**src/rtl/core/rilbp_pkg.sv**
```systemverilog
// ----------------------------------------------------------------------------
// rilbp_pkg
// Shared constants, types and function of the rotation invariant 3x3 LBP block.
// ----------------------------------------------------------------------------
package rilbp_pkg;

   // image geometry
   localparam int MAX_WIDTH       = 1024;
   localparam int PIXEL_BITS      = 8;
   localparam int COL_BITS        = $clog2(MAX_WIDTH);
   localparam int ROW_BITS        = 16;
   localparam int WIDTH_REG_BITS  = 11;
   localparam int HEIGHT_REG_BITS = 16;
   localparam int NEIGHBOURS      = 8;
   localparam int CODE_BITS       = NEIGHBOURS;
   localparam int WINDOW_SIZE     = 9;

   // register reset values
   localparam logic [WIDTH_REG_BITS-1:0]  WIDTH_RESET  = WIDTH_REG_BITS'(640);
   localparam logic [HEIGHT_REG_BITS-1:0] HEIGHT_RESET = HEIGHT_REG_BITS'(480);

   // configuration port
   localparam int CSR_INDEX_BITS = 1;
   localparam int CSR_DATA_BITS  = 16;
   localparam logic [CSR_INDEX_BITS-1:0] CSR_IMAGE_WIDTH  = 1'b0;
   localparam logic [CSR_INDEX_BITS-1:0] CSR_IMAGE_HEIGHT = 1'b1;

   // queue between front and back (depth is a power of two)
   localparam int QUEUE_DEPTH      = 4;
   localparam int QUEUE_PTR_BITS   = $clog2(QUEUE_DEPTH);
   localparam int QUEUE_COUNT_BITS = QUEUE_PTR_BITS + 1;

   // line buffer memory: upper row in the high half, middle row in the low half
   localparam int LINE_RAM_WIDTH = 2 * PIXEL_BITS;

   // one classified window waiting for the back end
   typedef struct packed {
      logic [NEIGHBOURS-1:0] bits;
      logic                  row_last;
      logic                  frame_last;
   } rilbp_entry_type;

   // front to queue
   typedef struct packed {
      logic            valid;
      rilbp_entry_type entry;
   } rilbp_push_type;

   // queue to back
   typedef struct packed {
      logic            not_empty;
      rilbp_entry_type entry;
   } rilbp_head_type;

   // smallest of the eight circular left rotations
   function automatic logic [CODE_BITS-1:0] min_rotation(input logic [NEIGHBOURS-1:0] b);
      logic [2*NEIGHBOURS-1:0] dbl;
      logic [CODE_BITS-1:0]    best;
      logic [CODE_BITS-1:0]    rot;
      dbl  = {b, b};
      best = b;
      for (int k = 1; k < NEIGHBOURS; k++) begin
         rot = dbl[2*NEIGHBOURS-1-k -: NEIGHBOURS];
         if (rot < best) begin
            best = rot;
         end
      end
      return best;
   endfunction

endpackage

```
**src/rtl/core/rilbp_if.sv**
```systemverilog


// pattern result channel
interface rilbp_rsp_if;
   logic                            valid;
   logic                            ready;
   logic [rilbp_pkg::CODE_BITS-1:0] pattern_code;
   logic                            row_last;
   logic                            frame_last;

   modport source (output valid, output pattern_code, output row_last, output frame_last,
                   input ready);
   modport sink   (input valid, input pattern_code, input row_last, input frame_last,
                   output ready);
endinterface


```
**src/rtl/core/rilbp_back.sv**
```systemverilog
// ----------------------------------------------------------------------------
// rilbp_back
// Minimum rotation of the compare byte into the result output register.
// ----------------------------------------------------------------------------
module rilbp_back (
   input  logic                      clock,
   input  logic                      reset,
   input  rilbp_pkg::rilbp_head_type head,
   output logic                      pop,
   rilbp_rsp_if.source               rsp_ch
);

   logic                            rsp_valid_ff, rsp_valid_in;
   logic [rilbp_pkg::CODE_BITS-1:0] code_ff, code_in;
   logic                            row_last_ff, row_last_in;
   logic                            frame_last_ff, frame_last_in;

   // take the queue head when the output register is free or drains
   assign pop = head.not_empty && (!rsp_valid_ff || rsp_ch.ready);

   always_comb begin
      rsp_valid_in  = rsp_valid_ff && !rsp_ch.ready;
      code_in       = rilbp_pkg::min_rotation(head.entry.bits);
      row_last_in   = head.entry.row_last;
      frame_last_in = head.entry.frame_last;
      if (pop) begin
         rsp_valid_in = 1'b1;
      end
   end

   always_ff @(posedge clock) begin
      if (reset) begin
         rsp_valid_ff <= 1'b0;
      end else begin
         rsp_valid_ff <= rsp_valid_in;
      end
   end

   always_ff @(posedge clock) begin
      if (pop) begin
         code_ff       <= code_in;
         row_last_ff   <= row_last_in;
         frame_last_ff <= frame_last_in;
      end
   end

   assign rsp_ch.valid        = rsp_valid_ff;
   assign rsp_ch.pattern_code = code_ff;
   assign rsp_ch.row_last     = row_last_ff;
   assign rsp_ch.frame_last   = frame_last_ff;

endmodule

```
**src/flat_wrapper.sv**
```systemverilog
// flat-port wrapper written by rule: the top's interface ports become plain ports
module rilbp_back_flat 
  (clock, reset, head, pop, rsp_ch_valid, rsp_ch_pattern_code, rsp_ch_row_last, rsp_ch_frame_last, rsp_ch_ready);
  rilbp_rsp_if rsp_ch_i ();
  input  logic clock;
  input  logic reset;
  input  rilbp_pkg::rilbp_head_type head;
  output logic pop;
  output wire logic [$bits(rsp_ch_i.valid)-1:0] rsp_ch_valid;
  output wire logic [$bits(rsp_ch_i.pattern_code)-1:0] rsp_ch_pattern_code;
  output wire logic [$bits(rsp_ch_i.row_last)-1:0] rsp_ch_row_last;
  output wire logic [$bits(rsp_ch_i.frame_last)-1:0] rsp_ch_frame_last;
  input wire logic [$bits(rsp_ch_i.ready)-1:0] rsp_ch_ready;
  assign rsp_ch_valid = rsp_ch_i.valid;
  assign rsp_ch_pattern_code = rsp_ch_i.pattern_code;
  assign rsp_ch_row_last = rsp_ch_i.row_last;
  assign rsp_ch_frame_last = rsp_ch_i.frame_last;
  assign rsp_ch_i.ready = rsp_ch_ready;
  rilbp_back u_core (.clock(clock), .reset(reset), .head(head), .pop(pop), .rsp_ch(rsp_ch_i));
endmodule
```
**config.mk**
```make
export PLATFORM = sky130hd
export DESIGN_NAME = rilbp_back_flat
export DESIGN_NICKNAME = d
export VERILOG_FILES = /design/src/rtl/core/rilbp_pkg.sv /design/src/rtl/core/rilbp_if.sv /design/src/rtl/core/rilbp_back.sv /design/src/flat_wrapper.sv
export SDC_FILE = /design/constraint.sdc
export NUM_CORES = 1
export LEC_CHECK = 0
export BUFFER_PORTS_ARGS = -buffer_cell sky130_fd_sc_hd__clkbuf_2
export CAP_MARGIN = 20
export CORE_MARGIN = 1.5
export CORE_UTILIZATION = 50
export DETAILED_ROUTE_END_ITERATION = 10
export GPL_TIMING_DRIVEN = 0
export PLACE_DENSITY_LB_ADDON = 0.2
export SLEW_MARGIN = 10
export SYNTH_ARGS = -nofsm -noshare
export SYNTH_HDL_FRONTEND = slang
export SYNTH_SLANG_ARGS = --single-unit
export TNS_END_PERCENT = 10
```
**constraint.sdc**
```tcl
create_clock -name clock -period 15.5 [get_ports clock]
set_clock_uncertainty 0.15 [all_clocks]
set_input_delay 3.1 -clock clock [delete_from_list [all_inputs] [get_ports clock]]
set_output_delay 3.1 -clock clock [all_outputs]
set_load 0.03 [all_outputs]
```
Word-level counts from Yosys, hierarchy flattened
Index checks and enable logic that the tools add are counted.
Cells by class
  div/mod/pow operators: 0
  shift-type cells: 0
  $add $sub $neg: 0
  reduce and logical (&&, ||, !) cells: 5
  order comparisons: 7
  multipliers: 0
  eq/ne operators: 0
  muxes and demuxes: 8
  bitwise operators: 0
Operators by type and width (number)
  $lt 8x8->1: 7
  $mux 8: 7
  $logic_and 1x1->1: 2
  $logic_not 1->1: 2
  $logic_or 1x1->1: 1
  $mux 1: 1
Word-level totals
  word-level logic and storage cells: 24
  memories kept: 0
  bits in writable memories: 0
  latch bits: 0
  flip-flop bits (word level): 11
  ROM bits: 0
  output and inout bits: 12
  bits of input ports: 14

Depth between registers and ports, before layout
Gate-level depths: netlist of the first run.
  word-level depth: 14
  depth in mapped cells: 63
  depth with buffers taken out: 59

Worst setup path after synthesis of the first run
No wires, ideal clock.
  kind: input -> register
  start point: input port head[3] (netlist name)
  end point: register u_core.code_ff, in the netlist u_core.rsp_ch.pattern_code[1] (data pin)
  setup time: 0.264 ns
  slack: 1.017 ns
  data required time: 15.086 ns
  buffers on the path: 4
  stages: 63
  arrival: 14.069 ns
  path through: clkinv_1 > ha_1 > nor4_4 > o21a_4 > nor3_4 > nor2_1 > clkbuf_1 > nor2_1 > a21oi_1 > ha_1 > a41oi_1 > a31oi_1 > a41o_1 > nor2_1 > clkbuf_1 > nand2_1 > o21ai_0 > inv_1 > [27 not listed] > ha_1 > a21o_1 > a21o_1 > a21oi_1 > o21ai_0 > a21oi_1 > nand2_2 > mux2i_1 > ha_1 > a21o_1 > a21o_1 > a21oi_1 > nor2b_1 > o21ai_0 > nand2b_1 > a221o_1 > buf_6 > mux2i_1
On the way
  longest elaborated chain between the ends: 14
Ends and longest elaborated chain
  from (decl): RTL line flat_wrapper.sv:7  | input rilbp_pkg::rilbp_head_type head;
  $lt 8x8->1: RTL line rilbp_pkg.sv:64  | if (rot < best) begin
  $mux 8: RTL line rilbp_pkg.sv:64
  $lt 8x8->1: RTL line rilbp_pkg.sv:64
  $mux 8: RTL line rilbp_pkg.sv:64
  $lt 8x8->1: RTL line rilbp_pkg.sv:64
  $mux 8: RTL line rilbp_pkg.sv:64
  $lt 8x8->1: RTL line rilbp_pkg.sv:64
  $mux 8: RTL line rilbp_pkg.sv:64
  $lt 8x8->1: RTL line rilbp_pkg.sv:64
  $mux 8: RTL line rilbp_pkg.sv:64
  $lt 8x8->1: RTL line rilbp_pkg.sv:64
  $mux 8: RTL line rilbp_pkg.sv:64
  $lt 8x8->1: RTL line rilbp_pkg.sv:64
  $mux 8 *: RTL line rilbp_pkg.sv:64
  net u_core.code_in, one bit: RTL line rilbp_back.sv:14  | logic [rilbp_pkg::CODE_BITS-1:0] code_ff, code_in;
  to (signal assigned): RTL line rilbp_back.sv:41  | code_ff <= code_in;
  to (decl): RTL line rilbp_back.sv:14
The timed path passes the listed nets; every way through them passes the cells marked *.
A chain may end at the register's enable or synchronous reset.

Worst setup path in the final report of the first run
  start point: input port head[7] (netlist name)
  end point: register u_core.code_ff, in the netlist u_core.rsp_ch.pattern_code[3] (data pin)
Same word-level chain as after synthesis.

==> impl_metrics.yaml, run 1 <==
worst_setup_path:
  worstSetupPathType: "input pin to flop"
  crit_arrival_ps: 14710
  slowest_delay_ps: 380
  cp-start-kind: "input pin"
  crit_top_cell: "ha_1"
  cp-end-kind: "flop"
  cp_slowest_cell: "a2111oi_2"
  critPathMaxFanout: 10
  cp.required_ps: 15320
cells_and_area:
  drive_gt1_frac: 0.241
  seq_area_um2: 320
  final_common_cell: "ha_1"
  final_cell_mix: "40 x ha_1, 27 x inv_1, 27 x a21oi_1"
  multi_input_area_mm2: 0.00227
  n_antenna_cell: 0
  layout.nets: 450
  area_growth_pct: 17.2
  nFillCells: 499
sta:
  whs_ps: 371
  slew-limit-headroom: 0.398
  fmax_mhz: 67.1
  maxSlewViolCount: 0
  worst_pin_slew_ps: 901
  post-route-period-util: 0.961
  fin_crit_ps: 14900
  finalSetupViolCount: 0
  hold_viol: 0
  setup_slack_ps: 604
floorplanning:
  ioPinCount: 26
  fp.dieArea_mm2: 0.00588
  num_rows: 26
  start_util: 0.524
  die_height_um: 76.7
  core_mm2: 0.00517
  die_w_um: 76.7
power:
  comb_power_share: 0.841
  power.leakage_nw: 1.46
  ir_worst_vdd_mv: 0.0866
  p_per_area_mw_per_mm2: 154
  intPower_w: 0.000242
  switching_share: 0.506
  clkPwrFrac: 0.056
  p_sw_w: 0.000248
  pwr-share-seq: 0.103
yosys:
  synthDistinctLibCells: 63
  synth_cells: 351
  syn_area_per_cell_um2: 7.73
  ys_seq_area_frac: 0.118
  syn_nets: 406
  synth-main-ff-cell: "edfxtp_1"
  yosys_warnings: 0
  synth_area_leaders: "ha_1 19%, edfxtp_1 11%, mux2i_1 10%"
  synth_top_area_share: 0.189
  yosysTopAreaCell: "ha_1"
  syn_area_mm2: 0.00271
  synth-edff-count: 10
  ys_ff_latch: 11
  async_reset_ff_frac: 0
clocking:
  cts-buffers-inserted: 3
  cts-htree-levels: 1
  clock_path_buffers: 2
  clk_latency_ps: 230
  cts_sinks: 11
  cts_tree: "yes"
  clkSlewWorstSetupHoldPaths_ps: 50
  root_buffer: "clkbuf_8"
global_route:
  grt_max_degree: 14
  antenna_found_initial: 0
  grtUsageMet1: 0.336
  grt_pass1_wl_um: 12800
  grt_util_met3: 0.0155
  grt_busiest_layer: "met2"
  grt_util_met2: 0.479
  grt_overflow_total: 0
  track_usage: 0.270
  grt_pass1_vias: 2647
drt:
  drc: 0
  totalWireLength_um: 8050
  dr.pass1.iters: 6
  drt_iter0_drc: 178
  antenna_left: 0
  vias: 2962
  vias_per_cell: 6.38
  wire_per_inst_um: 17.4
outcome:
  run_status: "finished, final reports clean"
hold_path:
  hold_path_class: "flop to flop"
place:
  dp_hpwl_um: 6000
  io_buffers: 25
  gp_congestion: 0.970
  pre_cts_slack_ps: -1350
flow_run:
  max_cap_viol_count: 0
## final timing paths
check / cells after the start / from / endpoint / slack, ps
min reg2reg: 2 / u_core.rsp_ch.valid$_SDFF_PP0_ / u_core.rsp_ch.valid$_SDFF_PP0_ / 370
min: 2 / u_core.rsp_ch.valid$_SDFF_PP0_ / u_core.rsp_ch.valid$_SDFF_PP0_ / 370
max reg2reg: 1 / u_core.rsp_ch.valid$_SDFF_PP0_ / u_core.rsp_ch.pattern_code[5]$_DFFE_PP_ / 13970
max: 62 / head[7] / u_core.rsp_ch.pattern_code[3]$_DFFE_PP_ / 600
## registers in the layout (all words and copies together) (netlist names)
register	count
u_core.rsp_ch.row_last	1
u_core.rsp_ch.pattern_code	8
u_core.rsp_ch.frame_last	1
u_core.rsp_ch.valid	1
## synth_stat cells, types with 3 or more instances
cell type,number
nand3_1,17
a21o_1,9
nand4_1,8
o21ai_0,27
and2_1,3
a221oi_1,3
o21ai_1,4
edfxtp_1,10
ha_1,41
o211ai_1,5
nor2_1,30
nand2_1,27
mux2i_1,27
inv_1,28
nor3_1,5
a211oi_1,3
a21oi_1,29
a31oi_1,3
buf_2,3
clkbuf_1,9
o31ai_1,3
## metal layers
metal | part of all wire | up-vias | routed length [µm]
li1 | - | 1411 | -
met3 | 0.064 | 33 | 519
met5 | 0 | - | 0
met2 | 0.48 | 159 | 3850
met4 | 0.033 | 0 | 267
met1 | 0.42 | 1359 | 3410
## what timing repair did
| action | 4_1_cts | 5_1_grt |
|---|---|---|
| buffers inserted | 3 | 11 |
| hold buffers | 0 | 0 |
| gates cloned | 0 | 0 |
| pin swaps | 2 | 6 |
| resized for setup | 10 | 37 |
| setup endpoints to repair | 8 | 8 |
## final cells by class
class,instances,area share
plain buffers,14,0.0256
well taps,70,0.0275
repair buffers,39,0.0756
multi-input cells,294,0.715
inverters,32,0.0413
flip-flops and latches,11,0.101
clock buffers,4,0.0142
## through the flow
step	total power, W	cells	cell area (µm²)	TNS [ps]	util
finish	0.000490	464	3180	0	0.615
global route	0.000535	464	3180	-456	0.615
CTS	0.000456	453	3010	0	0.582
detailed placement	0.000418	446	2930	-10750	0.566
global placement	0.000409	446	2930	-9250	0.566
floorplan	0.000347	351	2710	0	-
## logic make-up after synthesis
family,share of synthesized area
AOI/OAI and AO/OA,0.304
DFF,0.118
and+or+nand+nor,0.203
muxes,0.104
buffers and inverters,0.0706
adders and majority gates,0.193
xor gates and xnor gates,0.00646
## power groups by stage
| stage | Combinational, W | Sequential (W) | Clock, W |
|---|---|---|---|
| finish | 0.000412 | 0.0000504 | 0.0000273 |
| CTS | 0.000378 | 0.0000505 | 0.0000281 |
| global placement | 0.000358 | 0.0000510 | 0 |
| floorplan | 0.000275 | 0.0000716 | 0 |
| global route | 0.000455 | 0.0000509 | 0.0000295 |
| detailed placement | 0.000367 | 0.0000510 | 0 |
## worst max-delay path, delay by kind of cell
family | cells | cell delay, ps
multiplexers | 4 | 810
buffers and inverters | 11 | 1740
AO/OA/AOI/OAI | 27 | 4980
adder cells (fa/ha/maj) | 7 | 2180
AND/OR/NAND/NOR | 13 | 1900
Note: power is estimated with default switching activity, not from simulation.
==> run 2: changes to the inputs <==
--- a/config.mk
+++ b/config.mk
@@ -11,7 +11,9 @@
 export CORE_UTILIZATION = 50
 export DETAILED_ROUTE_END_ITERATION = 10
 export GPL_TIMING_DRIVEN = 0
+export HOLD_SLACK_MARGIN = 0.02
 export PLACE_DENSITY_LB_ADDON = 0.2
+export RECOVER_POWER = 50
 export SLEW_MARGIN = 10
 export SYNTH_ARGS = -nofsm -noshare
 export SYNTH_HDL_FRONTEND = slang
==> impl_metrics.yaml, run 2 (synthesis results as in run 1) <==
cells_and_area:
  n_antenna_cell: 0
  largest_register_ffs: 8
  final_cell_mix: "40 x ha_1, 27 x inv_1, 27 x a21oi_1"
  final_common_cell: "ha_1"
  area_growth_pct: 16.7
  nFillCells: 508
  layout.nets: 450
  fin_cells: 464
  utilization: 0.612
  drive_gt1_frac: 0.213
floorplanning:
  die_w_um: 76.7
  start_util: 0.524
  ioPinCount: 26
  die_height_um: 76.7
  core_mm2: 0.00517
  fp.dieArea_mm2: 0.00588
  num_rows: 26
drt:
  antenna_left: 0
  totalWireLength_um: 8030
  vias_per_cell: 6.27
  drt_iter0_drc: 178
  vias: 2910
  drc: 0
  dr.pass1.iters: 5
  wire_per_inst_um: 17.3
worst_setup_path:
  critPathMaxFanout: 10
  path_delay_family: "compound AO/OA/AOI/OAI gates"
  cp-end-kind: "flop"
  rr_worst_depth: 1
  cp-endpoint: "u_core.rsp_ch.pattern_code[3]$_DFFE_PP_"
  crit_arrival_ps: 14700
  slowest_delay_ps: 380
  worstSetupPathType: "input pin to flop"
  cp.required_ps: 15320
  cp_slowest_cell: "a2111oi_2"
  r2r-end: "u_core.rsp_ch.pattern_code[5]$_DFFE_PP_"
  worstReg2RegStart: "u_core.rsp_ch.valid$_SDFF_PP0_"
  cp-start-kind: "input pin"
  crit_buf_inv: 11
  path_depth: 62
  crit_top_cell: "ha_1"
  reg2reg_slack_ps: 13600
  crit_path_start: "head[7]"
outcome:
  run_status: "finished, final reports clean"
sta:
  hold_viol: 0
  fmax_mhz: 67.2
  finalSetupViolCount: 0
  whs_ps: 367
  worst_pin_slew_ps: 1370
  fin_crit_ps: 14890
  slew-limit-headroom: 0.0764
  tns_ps: 0
  maxSlewViolCount: 0
  post-route-period-util: 0.960
global_route:
  grt_overflow_total: 0
  grt_pass1_wl_um: 12800
  grt_pass1_vias: 2647
  antenna_found_initial: 0
  grt_max_degree: 14
  track_usage: 0.270
clocking:
  root_buffer: "clkbuf_8"
  cts_tree: "yes"
  clk_latency_ps: 230
  cts-buffers-inserted: 3
  hold_buffers: 0
  cts-htree-levels: 1
  cts_sinks: 11
  clkSlewWorstSetupHoldPaths_ps: 50
  clock_path_buffers: 2
place:
  dp_hpwl_um: 6000
  gp_congestion: 0.970
  dp_cells: 446
  io_buffers: 25
power:
  power.leakage_nw: 1.43
  p_per_area_mw_per_mm2: 154
  ir_worst_vdd_mv: 0.0853
flow_run:
  max_cap_viol_count: 0
hold_path:
  hold_path_class: "flop to flop"
[run 2: power by group]
| group | internal (W) | leakage, nW | switching (W) |
|---|---|---|---|
| combinational | 0.000173 | 1.30 | 0.000236 |
| clock | 0.0000179 | 0.0228 | 0.00000936 |
| sequential | 0.0000483 | 0.105 | 0.00000205 |
| total | 0.000239 | 1.43 | 0.000247 |
[run 2: stage by stage]
| stage | power (W) | instance area, µm² | worst slack [ps] |
|---|---|---|---|
| 4_1_cts | 0.000456 | 3010 | 7.85 |
| 2_1_floorplan | 0.000347 | 2710 | 1020 |
| 6_report | 0.000487 | 3170 | 615 |
| 5_1_grt | 0.000532 | 3170 | -72.8 |
| 3_5_place_dp | 0.000418 | 2930 | -1350 |
| 3_3_place_gp | 0.000409 | 2930 | -1160 |
[run 2: worst min-delay path by stage]
stage | startpoint | end | slack (ps) | cells past startpoint
final | u_core.rsp_ch.valid$_SDFF_PP0_ | u_core.rsp_ch.valid$_SDFF_PP0_ | 370 | 2
after detailed placement | u_core.rsp_ch.valid$_SDFF_PP0_ | u_core.rsp_ch.valid$_SDFF_PP0_ | 370 | 2
after global routing | u_core.rsp_ch.valid$_SDFF_PP0_ | u_core.rsp_ch.valid$_SDFF_PP0_ | 440 | 2
after floorplan | u_core.rsp_ch.valid$_SDFF_PP0_ | u_core.rsp_ch.valid$_SDFF_PP0_ | 490 | 2
after CTS | u_core.rsp_ch.valid$_SDFF_PP0_ | u_core.rsp_ch.valid$_SDFF_PP0_ | 380 | 2
after global placement | u_core.rsp_ch.valid$_SDFF_PP0_ | u_core.rsp_ch.valid$_SDFF_PP0_ | 340 | 2
[run 2: final cells by class]
cell class,instances,area (µm²),share of cell area
Buffer,14,81.3,0.0257
Clock buffer,4,45.0,0.0142
Inverter,32,131,0.0415
Multi-Input combinational cell,294,2270,0.718
Sequential cell,11,320,0.101
Tap cell,70,87.6,0.0277
Timing Repair Buffer,39,226,0.0715
[run 2: what timing repair did]
action	CTS	global route
setup endpoints to repair	8	8
setup buffers	3	11
resized for setup	10	37
pin swaps	2	6
[run 2: per-layer routing]
| layer | GRT usage | up-vias | part of all wire |
|---|---|---|---|
| met4 | 0.115 | 0 | 0.032 |
| met5 | 0 | - | 0 |
| met2 | 0.479 | 127 | 0.48 |
| met1 | 0.336 | 1344 | 0.43 |
| met3 | 0.0155 | 28 | 0.053 |
| li1 | - | 1411 | - |
