===== src/rtl/core/rilbp_pkg.sv =====
// ----------------------------------------------------------------------------
// rilbp_pkg
// Shared constants, types and function of the rotation invariant 3x3 LBP block.
// ----------------------------------------------------------------------------
package rilbp_pkg;

   // image geometry
   localparam int MAX_WIDTH       = 1024;
   localparam int PIXEL_BITS      = 8;
   localparam int COL_BITS        = $clog2(MAX_WIDTH);
   localparam int ROW_BITS        = 16;
   localparam int WIDTH_REG_BITS  = 11;
   localparam int HEIGHT_REG_BITS = 16;
   localparam int NEIGHBOURS      = 8;
   localparam int CODE_BITS       = NEIGHBOURS;
   localparam int WINDOW_SIZE     = 9;

   // register reset values
   localparam logic [WIDTH_REG_BITS-1:0]  WIDTH_RESET  = WIDTH_REG_BITS'(640);
   localparam logic [HEIGHT_REG_BITS-1:0] HEIGHT_RESET = HEIGHT_REG_BITS'(480);

   // configuration port
   localparam int CSR_INDEX_BITS = 1;
   localparam int CSR_DATA_BITS  = 16;
   localparam logic [CSR_INDEX_BITS-1:0] CSR_IMAGE_WIDTH  = 1'b0;
   localparam logic [CSR_INDEX_BITS-1:0] CSR_IMAGE_HEIGHT = 1'b1;

   // queue between front and back (depth is a power of two)
   localparam int QUEUE_DEPTH      = 4;
   localparam int QUEUE_PTR_BITS   = $clog2(QUEUE_DEPTH);
   localparam int QUEUE_COUNT_BITS = QUEUE_PTR_BITS + 1;

   // line buffer memory: upper row in the high half, middle row in the low half
   localparam int LINE_RAM_WIDTH = 2 * PIXEL_BITS;

   // one classified window waiting for the back end
   typedef struct packed {
      logic [NEIGHBOURS-1:0] bits;
      logic                  row_last;
      logic                  frame_last;
   } rilbp_entry_type;

   // front to queue
   typedef struct packed {
      logic            valid;
      rilbp_entry_type entry;
   } rilbp_push_type;

   // queue to back
   typedef struct packed {
      logic            not_empty;
      rilbp_entry_type entry;
   } rilbp_head_type;

   // smallest of the eight circular left rotations
   function automatic logic [CODE_BITS-1:0] min_rotation(input logic [NEIGHBOURS-1:0] b);
      logic [2*NEIGHBOURS-1:0] dbl;
      logic [CODE_BITS-1:0]    best;
      logic [CODE_BITS-1:0]    rot;
      dbl  = {b, b};
      best = b;
      for (int k = 1; k < NEIGHBOURS; k++) begin
         rot = dbl[2*NEIGHBOURS-1-k -: NEIGHBOURS];
         if (rot < best) begin
            best = rot;
         end
      end
      return best;
   endfunction

endpackage


===== src/rtl/core/rilbp_fifo.sv =====
// ----------------------------------------------------------------------------
// rilbp_fifo
// Short queue of compare bytes between the front and the back end.
// ----------------------------------------------------------------------------
module rilbp_fifo (
   input  logic                                   clock,
   input  logic                                   reset,
   input  rilbp_pkg::rilbp_push_type              push,
   input  logic                                   pop,
   output rilbp_pkg::rilbp_head_type              head,
   output logic [rilbp_pkg::QUEUE_COUNT_BITS-1:0] count
);

   localparam int PB = rilbp_pkg::QUEUE_PTR_BITS;
   localparam int QB = rilbp_pkg::QUEUE_COUNT_BITS;

   rilbp_pkg::rilbp_entry_type entry_ff [rilbp_pkg::QUEUE_DEPTH];

   logic [PB-1:0] wr_ptr_ff, wr_ptr_in;
   logic [PB-1:0] rd_ptr_ff, rd_ptr_in;
   logic [QB-1:0] count_ff, count_in;
   logic          do_pop;

   assign do_pop = pop && (count_ff != '0);

   // pointers and fill level
   always_comb begin
      wr_ptr_in = push.valid ? wr_ptr_ff + PB'(1) : wr_ptr_ff;
      rd_ptr_in = do_pop ? rd_ptr_ff + PB'(1) : rd_ptr_ff;
      count_in  = count_ff;
      if (push.valid && !do_pop) begin
         count_in = count_ff + QB'(1);
      end else if (!push.valid && do_pop) begin
         count_in = count_ff - QB'(1);
      end
   end

   always_ff @(posedge clock) begin
      if (reset) begin
         wr_ptr_ff <= '0;
         rd_ptr_ff <= '0;
         count_ff  <= '0;
      end else begin
         wr_ptr_ff <= wr_ptr_in;
         rd_ptr_ff <= rd_ptr_in;
         count_ff  <= count_in;
      end
   end

   // storage
   always_ff @(posedge clock) begin
      if (push.valid) begin
         entry_ff[wr_ptr_ff] <= push.entry;
      end
   end

   assign head.not_empty = count_ff != '0;
   assign head.entry     = entry_ff[rd_ptr_ff];
   assign count          = count_ff;

endmodule


===== config.mk =====
export PLATFORM = sky130hd
export DESIGN_NAME = rilbp_fifo
export DESIGN_NICKNAME = d
export VERILOG_FILES = /design/src/rtl/core/rilbp_pkg.sv /design/src/rtl/core/rilbp_fifo.sv
export SDC_FILE = /design/constraint.sdc
export NUM_CORES = 1
export LEC_CHECK = 0
export BUFFER_PORTS_ARGS = -buffer_cell sky130_fd_sc_hd__buf_2
export CAP_MARGIN = 30
export CORE_MARGIN = 1.5
export CORE_UTILIZATION = 45
export DETAILED_ROUTE_END_ITERATION = 16
export PLACE_DENSITY_LB_ADDON = 0.05
export SETUP_SLACK_MARGIN = 0.02
export SLEW_MARGIN = 20
export SYNTH_ARGS = -nofsm -noshare
export SYNTH_HDL_FRONTEND = slang
export SYNTH_SLANG_ARGS = --single-unit

===== constraint.sdc =====
create_clock -name clock -period 2.3 [get_ports clock]
set_clock_uncertainty 0.05 [all_clocks]
set_input_delay 0.23 -clock clock [delete_from_list [all_inputs] [get_ports clock]]
set_output_delay 0.23 -clock clock [all_outputs]
set_load 0.02 [all_outputs]

After elaboration in Yosys (flattened, before gate mapping)
Memory sizes are Yosys's and may differ from the RTL's. A register that Yosys moved wholly into a read port is not among the register bits.
Index checks and enable logic that the tools add are counted.
W data, S select, Z words.

storage, ports and cells
  register bits after elaboration = 7
  latch bits = 0
  bits in writable memories = 40
  memory bits (read-only) = 0
  input port bits = 14
  output and inout port bits = 14
  logic and storage cells = 21
  memories kept = 1

memory list
  name      depth  bits a word  rd ports  clocked after memory_dff  write ports  RTL line          RTL
  entry_ff  4      10           1         1                         1            rilbp_fifo.sv:17  rilbp_pkg::rilbp_entry_type entry_ff [rilbp_pkg::QUEUE_DEPTH];

operators by class
  add/subtract/negate cells = 4
  $mul = 0
  div/mod/pow operators = 0
  $lt $le $gt $ge = 0
  equal/unequal tests = 0
  shift operators = 0
  mux-type cells = 6
  bitwise gates (word level) = 0
  reduce and logical (&&, ||, !) cells = 7

operators by type and width
  operator               number
  $mux W3                2
  $add A2 B1 Y2 const B  2
  $mux W2                2
  $add A3 B1 Y3 const B  1
  $logic_and A1 B1 Y1    3
  $reduce_bool A3 Y1     1
  $sub A3 B1 Y3 const B  1
  $logic_not A1 Y1       2
  $mux W1                2
  $reduce_bool A2 Y1     1

Logic depth before layout (Yosys ltp)
Gate-level depths: netlist of the first run.

  depth in word-level cells = 5
  mapped depth = 7
  mapped depth without buffers = 7

Least setup slack after synthesis of the first run
Ideal clock, no wire load.

  kind = reg2reg
  from = register count_ff[1], in the netlist count[1]
  to = register count_ff[2], in the netlist count[2]
  setup time = 0.070 ns
  arrival time = 1.931 ns
  required time = 2.180 ns
  path slack = 0.249 ns
  stages on the path, launching flop included = 8
  path buffers = 0
  clock period less this slack = 2.051 ns
  cells stage by stage = dfxtp_1 o31ai_4 ha_1 inv_1 fa_1 xor2_1 or3_1 a21oi_1

between the ends
  word-level cells in the longest chain between the ends = 5
  elaborated cells on any way between the ends = 10
  classes of those cells = add/sub (2); mux (2); reduce/logical (6)

RTL lines
  what                                                                   RTL line          RTL
  from (decl)                                                            rilbp_fifo.sv:21  logic [QB-1:0] count_ff, count_in;
  from (signal assigned)                                                 rilbp_fifo.sv:46  count_ff <= count_in;
  parallel branches: the longest is 5 deep, another holds $sub A3 B1 Y3  -

Several ways; the timed one is not identified. The select of a mux whose other input is x is not followed.
A chain may end at the register's enable or synchronous reset.

Worst setup path in the final report of the first run
Ends and elaborated chain as after synthesis.

==> flow_summary_export.csv, run 1 <==
group,metric,value,unit
synth,syn_area,0.00190,mm2
global_routing,antenna_found_initial,0,
synth,yosysMostFrequentCell,"edfxtp_1",
synth,ys_warn_count,0,
synth,synth.top_cells.by_area,"edfxtp_1 63%, mux4_2 12%, dfxtp_1 9.5%",
die,start_util,47.0,%
timing,tns,0,ns
synth,ys_seq_area_share,72.9,%
timing,rsz0062_at_grt,"no",
global_routing,grt-ovfl-total,0,
cts,clkSinkCount,49,
cts,clock_path_buffers,2,
cts,cts_resized,0,
timing,finalCriticalPeriod,2.12,ns
cts,path_clk_slew,0.08,ns
synth,synthTopCellsByCount,"40 x edfxtp_1, 10 x mux4_2, 9 x dfxtp_1",
synth,synth_top_area_cell,"edfxtp_1",
finish,register_area,0.00138,mm2
run,cap_violations,0,
drt,drc,0,
cts,cts_setup_buffers,0,
cts,h-tree-depth,2,
power,cellLeakagePower,0.787,nW
place,io_buffers,27,
synth,yosys_register_bits,49,
die,die_h,67.9,um
worst_setup_path,end_kind,"flop",
cts,cts_tree,"yes",
finish,n_antenna_cell,0,
drt,dr.pass1.iters,4,
place,place_hpwl,1.88,mm
finish,area_growth,15.2,%
place,gp_congestion,0.688,
finish,drive_gt1_share,37.0,%
global_routing,grt_pass1_vias,891,
worst_setup_path,critPathMaxFanout,6,
worst_setup_path,required,2.48,ns
place,dp_cells,170,
drt,antenna_left,0,
global_routing,grt_start_max_net_pins,15,
timing,slew_headroom,63.5,%
drt,drt_iter0_drc,78,
synth,netlist_instances,95,
die,die_w,67.9,um
finish,stdcell_count,177,
synth,synthesis.nets,115,
cts,holdBufCountCts,0,
timing,hold_violations,0,
cts,insertion_delay,0.29,ns
global_routing,grt_pass1_wl,4.43,mm
synth,synthArstFlopShare,0,%
finish,nFillCells,350,
drt,wl_per_cell,15.6,um
synth,ys_types,19,
synth,yosysTopAreaCellShare,63.4,%
timing,slew_violations,0,
synth,synth-main-ff-cell,"edfxtp_1",
drt,routed_wirelength,2.75,mm
finish,multi_input_area,483,um2
worst_setup_path,critPathKind,"reg2reg",
cts,numCtsBuffers,5,
worst_setup_path,critPathArrivalTime,2.30,ns
synth,synth_edf_count,40,
timing,tightest_slew,0.548,ns
power,pwr_density_cell,1050,mW/mm2
die,dieArea,0.00461,mm2
synth,synth_area_per_cell,20.0,um2
drt,dr_total_vias,895,
die,io_pins,28,
drt,vias_per_cell,5.06,
worst_setup_path,worstSetupStartpointType,"flop",
timing,fin_crit_sh,92.2,%
die,num_rows,23,
power,ir_drop,0.000486,V
timing,maxClockFrequency,0.472,GHz
run_status,status,"finished, final reports clean",
finish,final_net_count,147,
hold_path,hp-class,"in2reg",
cts,cts_root_buf,"clkbuf_8",
global_routing,grt_usage,14.2,%
timing,setup_viol,0,
die,core_area,0.00403,mm2
state kept, by name, indices dropped and copies added (netlist names), named ones only:
| name | flops |
|---|---|
| wr_ptr_ff | 2 |
| count | 3 |
| entry_ff | 40 |
| rd_ptr_ff | 2 |
routing by layer:
layer / share of wire [%] / wire length [um] / global-route usage [%]
met1: 38 / 1050 / 16.4
met2: 55 / 1510 / 24.0
met3: 5.4 / 150 / 5.59
met5: 0 / 0 / 0
met4: 1.4 / 38 / 5.25
power by group:
group / internal [W] / switching [W] / leakage, nW / total [W]
sequential: 0.00104 / 0.0000758 / 0.441 / 0.00112
clock: 0.000316 / 0.000255 / 0.0540 / 0.000571
combinational: 0.000285 / 0.000328 / 0.291 / 0.000613
cell usage in the layout, fill, tap and decap left out:
| cell | Yosys | layout |
|---|---|---|
| buf_2 | 0 | 27 |
| buf_4 | 0 | 1 |
| o311ai_2 | 1 | 1 |
| dfxtp_1 | 9 | 9 |
| fa_1 | 1 | 1 |
| a21oi_1 | 1 | 1 |
| ha_1 | 5 | 5 |
| and2_1 | 4 | 4 |
| bufinv_16 | 0 | 1 |
| o21ai_0 | 1 | 1 |
| inv_1 | 3 | 3 |
| xor2_1 | 4 | 4 |
| edfxtp_1 | 40 | 40 |
| xnor2_1 | 1 | 1 |
| clkinv_2 | 0 | 1 |
| clkbuf_8 | 0 | 5 |
| o31ai_4 | 1 | 1 |
| mux4_2 | 10 | 10 |
| nor2_1 | 7 | 7 |
| or3_1 | 2 | 2 |
| mux2i_1 | 2 | 2 |
worst max-delay path, cell delays in order, from the launching register on:
cell and delay, ns:
dfxtp_1 0.39, o31ai_4 0.31, ha_1 0.24, inv_1 0.06
fa_1 0.38, xor2_1 0.18, or3_1 0.31, a21oi_1 0.14
stage by stage:
step / power [W] / instance area [um2] / worst slack (ns) / hold WS (ns) / utilization [%]
detailed placement: 0.00176 / 2080 / 0.192 / 0.397 / 51.6
CTS: 0.00233 / 2180 / 0.181 / 0.0884 / 54.2
floorplan: 0.00159 / 1900 / 0.249 / 0.279 / -
global placement: 0.00175 / 2080 / 0.299 / 0.391 / 51.6
finish: 0.00230 / 2180 / 0.180 / 0.0938 / 54.2
global route: 0.00242 / 2180 / 0.0653 / 0.0880 / 54.2
logic make-up after synthesis:
logic type	after synthesis	synth area share [%]
xor gates and xnor gates	5	2.31
AOI/OAI and AO/OA	4	2.51
adders and majority gates	6	4.36
buffers and inverters	6	1.65
muxes	12	12.9
and+or+nand+nor	13	3.37
DFF	49	72.9
worst paths after layout:
| path | start | to | slack, ns | cells after the start |
|---|---|---|---|---|
| worst max-delay path | count[1] | count[2] | 0.18 | 7 |
| worst min-delay path | push[6] | entry_ff[2][6] | 0.09 | 1 |
| worst max register to register | count[1] | count[2] | 0.18 | 7 |
| worst min register to register | rd_ptr_ff[1] | rd_ptr_ff[1] | 0.48 | 2 |
layout make-up:
cell class,instances,area share [%]
clock buffer,5,3.15
timing repair buffer,28,6.53
tap,50,2.86
inverter,3,0.515
clock inverter,2,1.60
sequential,49,63.2
multi-input combinational,40,22.1
(Power assumes the default switching activity.)
==> inputs of run 2 (changes only) <==
--- a/config.mk
+++ b/config.mk
@@ -10,6 +10,7 @@
 export CORE_MARGIN = 1.5
 export CORE_UTILIZATION = 45
 export DETAILED_ROUTE_END_ITERATION = 16
+export MAX_ROUTING_LAYER = met4
 export PLACE_DENSITY_LB_ADDON = 0.05
 export SETUP_SLACK_MARGIN = 0.02
 export SLEW_MARGIN = 20
==> run 2 against run 1 <==
  * Die area is the same
  * Clock-buffer cell count is the same
  * Sequential cell count stayed put
  * Core utilization is the same
  * Fmax stayed put
  * Register-to-register slack about the same
  * Power about the same
  * Worst setup slack did not move
  * Critical endpoint unchanged
==> flow_summary_export.csv, run 2 (synthesized netlist as in run 1, its figures left out) <==
group,metric,value,unit
global_routing,grt_start_max_net_pins,15,
global_routing,grt_usage,14.6,%
worst_setup_path,worstSetupStartpointType,"flop",
cts,cts_root_buf,"clkbuf_8",
finish,final_net_count,147,
die,die_w,67.9,um
finish,layout_commonest_cell,"edfxtp_1",
run_status,status,"finished, final reports clean",
finish,n_antenna_cell,0,
die,dieArea,0.00461,mm2
timing,setup_viol,0,
place,place_area,0.00208,mm2
power,ir_drop,0.000486,V
power,pwr_density_cell,1050,mW/mm2
global_routing,grt-ovfl-total,0,
timing,tns,0,ns
finish,area_growth,15.2,%
drt,vias_per_cell,5.06,
cts,path_clk_slew,0.08,ns
die,io_pins,28,
timing,tightest_slew,0.550,ns
die,core_area,0.00403,mm2
worst_setup_path,critPathArrivalTime,2.30,ns
worst_setup_path,critPathKind,"reg2reg",
timing,fin_crit_sh,92.2,%
timing,slew_headroom,63.4,%
finish,final_cell_mix,"40 x edfxtp_1, 27 x buf_2, 10 x mux4_2, 9 x dfxtp_1, 7 x nor2_1",
place,place_hpwl,1.88,mm
timing,hold_violations,0,
place,post-place-ws,0.192,ns
finish,final_area,0.00218,mm2
global_routing,grt_pass1_vias,891,
global_routing,grt_pass1_wl,4.44,mm
timing,slew_violations,0,
place,io_buffers,27,
timing,finalCriticalPeriod,2.12,ns
drt,dr.pass1.iters,4,
place,gp_congestion,0.695,
drt,wl_per_cell,15.6,um
drt,antenna_left,0,
cts,holdBufCountCts,0,
cts,numCtsBuffers,5,
worst_setup_path,required,2.48,ns
hold_path,hp-class,"in2reg",
worst_setup_path,crit_slowest_cell,"dfxtp_1",
drt,drc,0,
cts,insertion_delay,0.29,ns
die,die_h,67.9,um
die,start_util,47.0,%
timing,maxClockFrequency,0.472,GHz
cts,clkSinkCount,49,
cts,cts_tree,"yes",
cts,h-tree-depth,2,
cts,cts_resized,0,
cts,clock_path_buffers,2,
worst_setup_path,crit_chain,"o31ai_4, ha_1, inv_1, fa_1, xor2_1, or3_1, a21oi_1",
drt,routed_wirelength,2.76,mm
run,cap_violations,0,
finish,largest_reg_flops,40,
finish,nFillCells,350,
timing,setup_ws,0.180,ns
finish,drive_gt1_share,37.0,%
worst_setup_path,critPathMaxFanout,6,
worst_setup_path,cp_slowest_stage_delay,0.39,ns
timing,finalHoldWorstSlack,0.0937,ns
power,cellLeakagePower,0.787,nW
drt,drt_iter0_drc,80,
global_routing,antenna_found_initial,0,
cts,cts_setup_buffers,0,
finish,largest_register,"entry_ff",
worst_setup_path,end_kind,"flop",
timing,rsz0062_at_grt,"no",
die,num_rows,23,
drt,dr_total_vias,896,
run 2: cell counts in the layout (fill, tap and decap cells not counted):
No cell type changed its count.
run 2: where the power goes:
group | leakage (nW) | internal [W] | switching [W]
Clock | 0.0540 | 0.000316 | 0.000255
Combinational | 0.291 | 0.000285 | 0.000328
Sequential | 0.441 | 0.00104 | 0.0000758
run 2: per-layer routing:
layer,vias up,global-route usage [%],share of wire (%)
met5,-,-,0
met4,0,5.25,1.3
met3,6,5.59,4.8
met2,18,24.0,55
met1,441,16.4,39
li1,431,-,-
run 2: final cells by class:
type	count	area [um2]	share of cell area [%]
Multi-Input combinational cell	40	483	22.1
Clock buffer	5	68.8	3.15
Timing Repair Buffer	28	143	6.53
Inverter	3	11.3	0.515
Tap cell	50	62.6	2.86
Clock inverter	2	35.0	1.60
Sequential cell	49	1380	63.2
run 2: worst paths after layout:
path / from / endpoint / slack (ns) / depth (start not counted)
setup / recovery: count[1] / count[2] / 0.18 / 7
hold / removal: push[6] / entry_ff[2][6] / 0.09 / 1
setup reg to reg: count[1] / count[2] / 0.18 / 7
hold reg to reg: rd_ptr_ff[1] / rd_ptr_ff[1] / 0.48 / 2
run 2: worst max-delay path, delay by kind of cell (launching register included):
family / cells / cell delay (ns)
AO/OA/AOI/OAI: 2 / 0.45
XOR/XNOR: 1 / 0.18
adder cells (fa/ha/maj): 2 / 0.62
buffers and inverters: 1 / 0.06
flip-flops: 1 / 0.39
AND/OR/NAND/NOR: 1 / 0.31
run 2: metrics by stage:
stage               std cells  utilization, %  power, W
floorplan                  95               -   0.00159
global placement          170            51.6   0.00175
detailed placement        170            51.6   0.00176
CTS                       177            54.2   0.00233
global route              177            54.2   0.00242
finish                    177            54.2   0.00230
==> inputs of run 3 (changes only) <==
--- a/config.mk
+++ b/config.mk
@@ -7,6 +7,7 @@
 export LEC_CHECK = 0
 export BUFFER_PORTS_ARGS = -buffer_cell sky130_fd_sc_hd__buf_2
 export CAP_MARGIN = 30
+export CORE_ASPECT_RATIO = 1.25
 export CORE_MARGIN = 1.5
 export CORE_UTILIZATION = 45
 export DETAILED_ROUTE_END_ITERATION = 16
==> constraint.sdc (replaced) <==
create_clock -name clock -period 1.8 [get_ports clock]
set_clock_uncertainty 0.05 [all_clocks]
set_input_delay 0.18 -clock clock [delete_from_list [all_inputs] [get_ports clock]]
set_output_delay 0.18 -clock clock [all_outputs]
set_load 0.02 [all_outputs]
==> run 3 against run 2 <==
  * Non-clock buffer count grew 10
  * Sequential cell count is the same
  * Critical path depth is the same
  * The run now ends with negative setup slack left
  * Worst hold slack lost 0.056 ns
  * Via count grew 6.0%
  * Highest routed layer unchanged
==> flow_summary_export.csv, run 3 (synthesized netlist as in run 1, its figures left out) <==
group,metric,value,unit
cts,clock_path_buffers,2,
timing,finalCriticalPeriod,1.93,ns
hold_path,hold_depth,1,
power,pwr_density_cell,1390,mW/mm2
cts,h-tree-depth,2,
place,gp_congestion,0.733,
cts,insertion_delay,0.30,ns
global_routing,grt-ovfl-total,0,
cts,clkSinkCount,49,
place,place_hpwl,1.99,mm
die,die_h,75.6,um
worst_setup_path,critPathMaxFanout,2,
drt,routed_wirelength,2.93,mm
power,ir_drop,0.000777,V
hold_path,hold_start,"push[8]",
finish,stdcell_count,194,
timing,slew_headroom,84.4,%
die,die_w,61.1,um
timing,slew_violations,0,
worst_setup_path,worstSetupStartpointType,"flop",
power,cellLeakagePower,0.855,nW
hold_path,holdPathEnd,"entry_ff[2][8]",
cts,cts_tree,"yes",
drt,dr_total_vias,950,
die,num_rows,26,
cts,path_clk_slew,0.09,ns
run_status,status,"finished, violations left",
worst_setup_path,path_buf_inv,1,
global_routing,antenna_found_initial,0,
hold_path,hp-class,"in2reg",
timing,maxClockFrequency,0.519,GHz
drt,drt_iter0_drc,19,
finish,area_growth,22.8,%
run,cap_violations,0,
worst_setup_path,r2r-end,"count[2]",
timing,fin_crit_sh,107,%
worst_setup_path,crit_chain,"o31ai_4, ha_2, inv_2, fa_2, xor2_1, or3_1, a21oi_1",
die,io_pins,28,
finish,final_cell_mix,"40 x edfxtp_1, 27 x buf_2, 10 x mux4_2, 10 x buf_4, 7 x nor2_1",
finish,largest_reg_flops,40,
worst_setup_path,worstRegToRegCells,7,
die,start_util,46.6,%
timing,rsz0062_at_grt,"yes",
worst_setup_path,reg2reg_from,"count[1]",
run_status,violations,"negative setup slack",
drt,vias_per_cell,4.90,
drt,wl_per_cell,15.1,um
global_routing,grt_pass1_wl,4.60,mm
timing,tightest_slew,0.234,ns
worst_setup_path,cp_top_family,"adder cells",
worst_setup_path,end_kind,"flop",
worst_setup_path,critPathKind,"reg2reg",
finish,nFillCells,337,
timing,finalHoldWorstSlack,0.0376,ns
place,dp_cells,186,
cts,cts_root_buf,"clkbuf_8",
timing,setup_ws,-0.128,ns
global_routing,grt_usage,15.2,%
cts,holdBufCountCts,0,
finish,n_antenna_cell,0,
timing,hold_violations,0,
worst_setup_path,required,1.98,ns
finish,largest_register,"entry_ff",
die,dieArea,0.00461,mm2
drt,dr.pass1.iters,4,
drt,drc,0,
worst_setup_path,r2r_slack,-0.13,ns
finish,fin_util,57.3,%
power,total_power,0.00324,W
timing,setup_viol,1,
place,io_buffers,27,
global_routing,grt_start_max_net_pins,17,
worst_setup_path,cp_slowest_stage_delay,0.35,ns
worst_setup_path,critPathArrivalTime,2.11,ns
worst_setup_path,crit_slowest_cell,"dfxtp_2",
die,core_area,0.00407,mm2
drt,antenna_left,0,
finish,final_net_count,157,
cts,numCtsBuffers,5,
finish,layout_commonest_cell,"edfxtp_1",
global_routing,grt_pass1_vias,981,
finish,drive_gt1_share,47.1,%
-- run 3: changes by cell type in the layout (fill, tap and decap cells not counted), sizes merged --
cell / delta
buf: +10
clkinv: -1
bufinv: +1
inv: +1
-- run 3: repair_timing --
item                                    in CTS  in global routing
resized for setup                            1                  1
hold endpoints to repair                     0                  0
pin swaps                                    2                  1
endpoints found under the setup margin       1                 11
buffers inserted                             0                  0
-- run 3: worst max-delay path by stage --
| stage | startpoint | endpoint | slack (ns) | cells after the start |
|---|---|---|---|---|
| after detailed placement | count[2] | count[2] | -0.15 | 7 |
| after global routing | count[1] | count[2] | -0.23 | 7 |
| after CTS | count[1] | count[2] | -0.16 | 7 |
| after global placement | count[2] | count[2] | -0.06 | 7 |
| after floorplan | count[2] | count[2] | -0.10 | 7 |
| final | count[1] | count[2] | -0.13 | 7 |
-- run 3: per-layer routing --
layer / routed length [um] / vias to the layer above / track usage (%)
met5: 0 / - / -
met4: 59 / 0 / 7.25
met3: 119 / 5 / 5.26
met2: 1560 / 21 / 25.3
met1: 1190 / 473 / 15.9
li1: - / 451 / -
-- run 3: where the power goes --
part	switching (W)	total, W	internal [W]
clock network	0.000366	0.000925	0.000559
logic	0.000471	0.000919	0.000448
registers	0.0000589	0.00140	0.00134
-- run 3: cell type report --
cell class / instances / area (um2) / area share [%]
clock inverters: 3 / 68.8 / 2.96
inverters: 3 / 11.3 / 0.484
clock buffers: 5 / 68.8 / 2.96
multi-input cells: 40 / 488 / 21.0
repair buffers: 38 / 230 / 9.89
flip-flops and latches: 49 / 1390 / 59.8
well taps: 56 / 70.1 / 3.01
-- run 3: metrics by stage --
step / TNS, ns / setup WS, ns / area [um2]
after floorplan: -0.104 / -0.104 / 1910
after global placement: -0.0580 / -0.0580 / 2190
after detailed placement: -0.146 / -0.146 / 2190
after CTS: -0.157 / -0.157 / 2330
after global routing: -0.229 / -0.229 / 2330
final: -0.128 / -0.128 / 2330
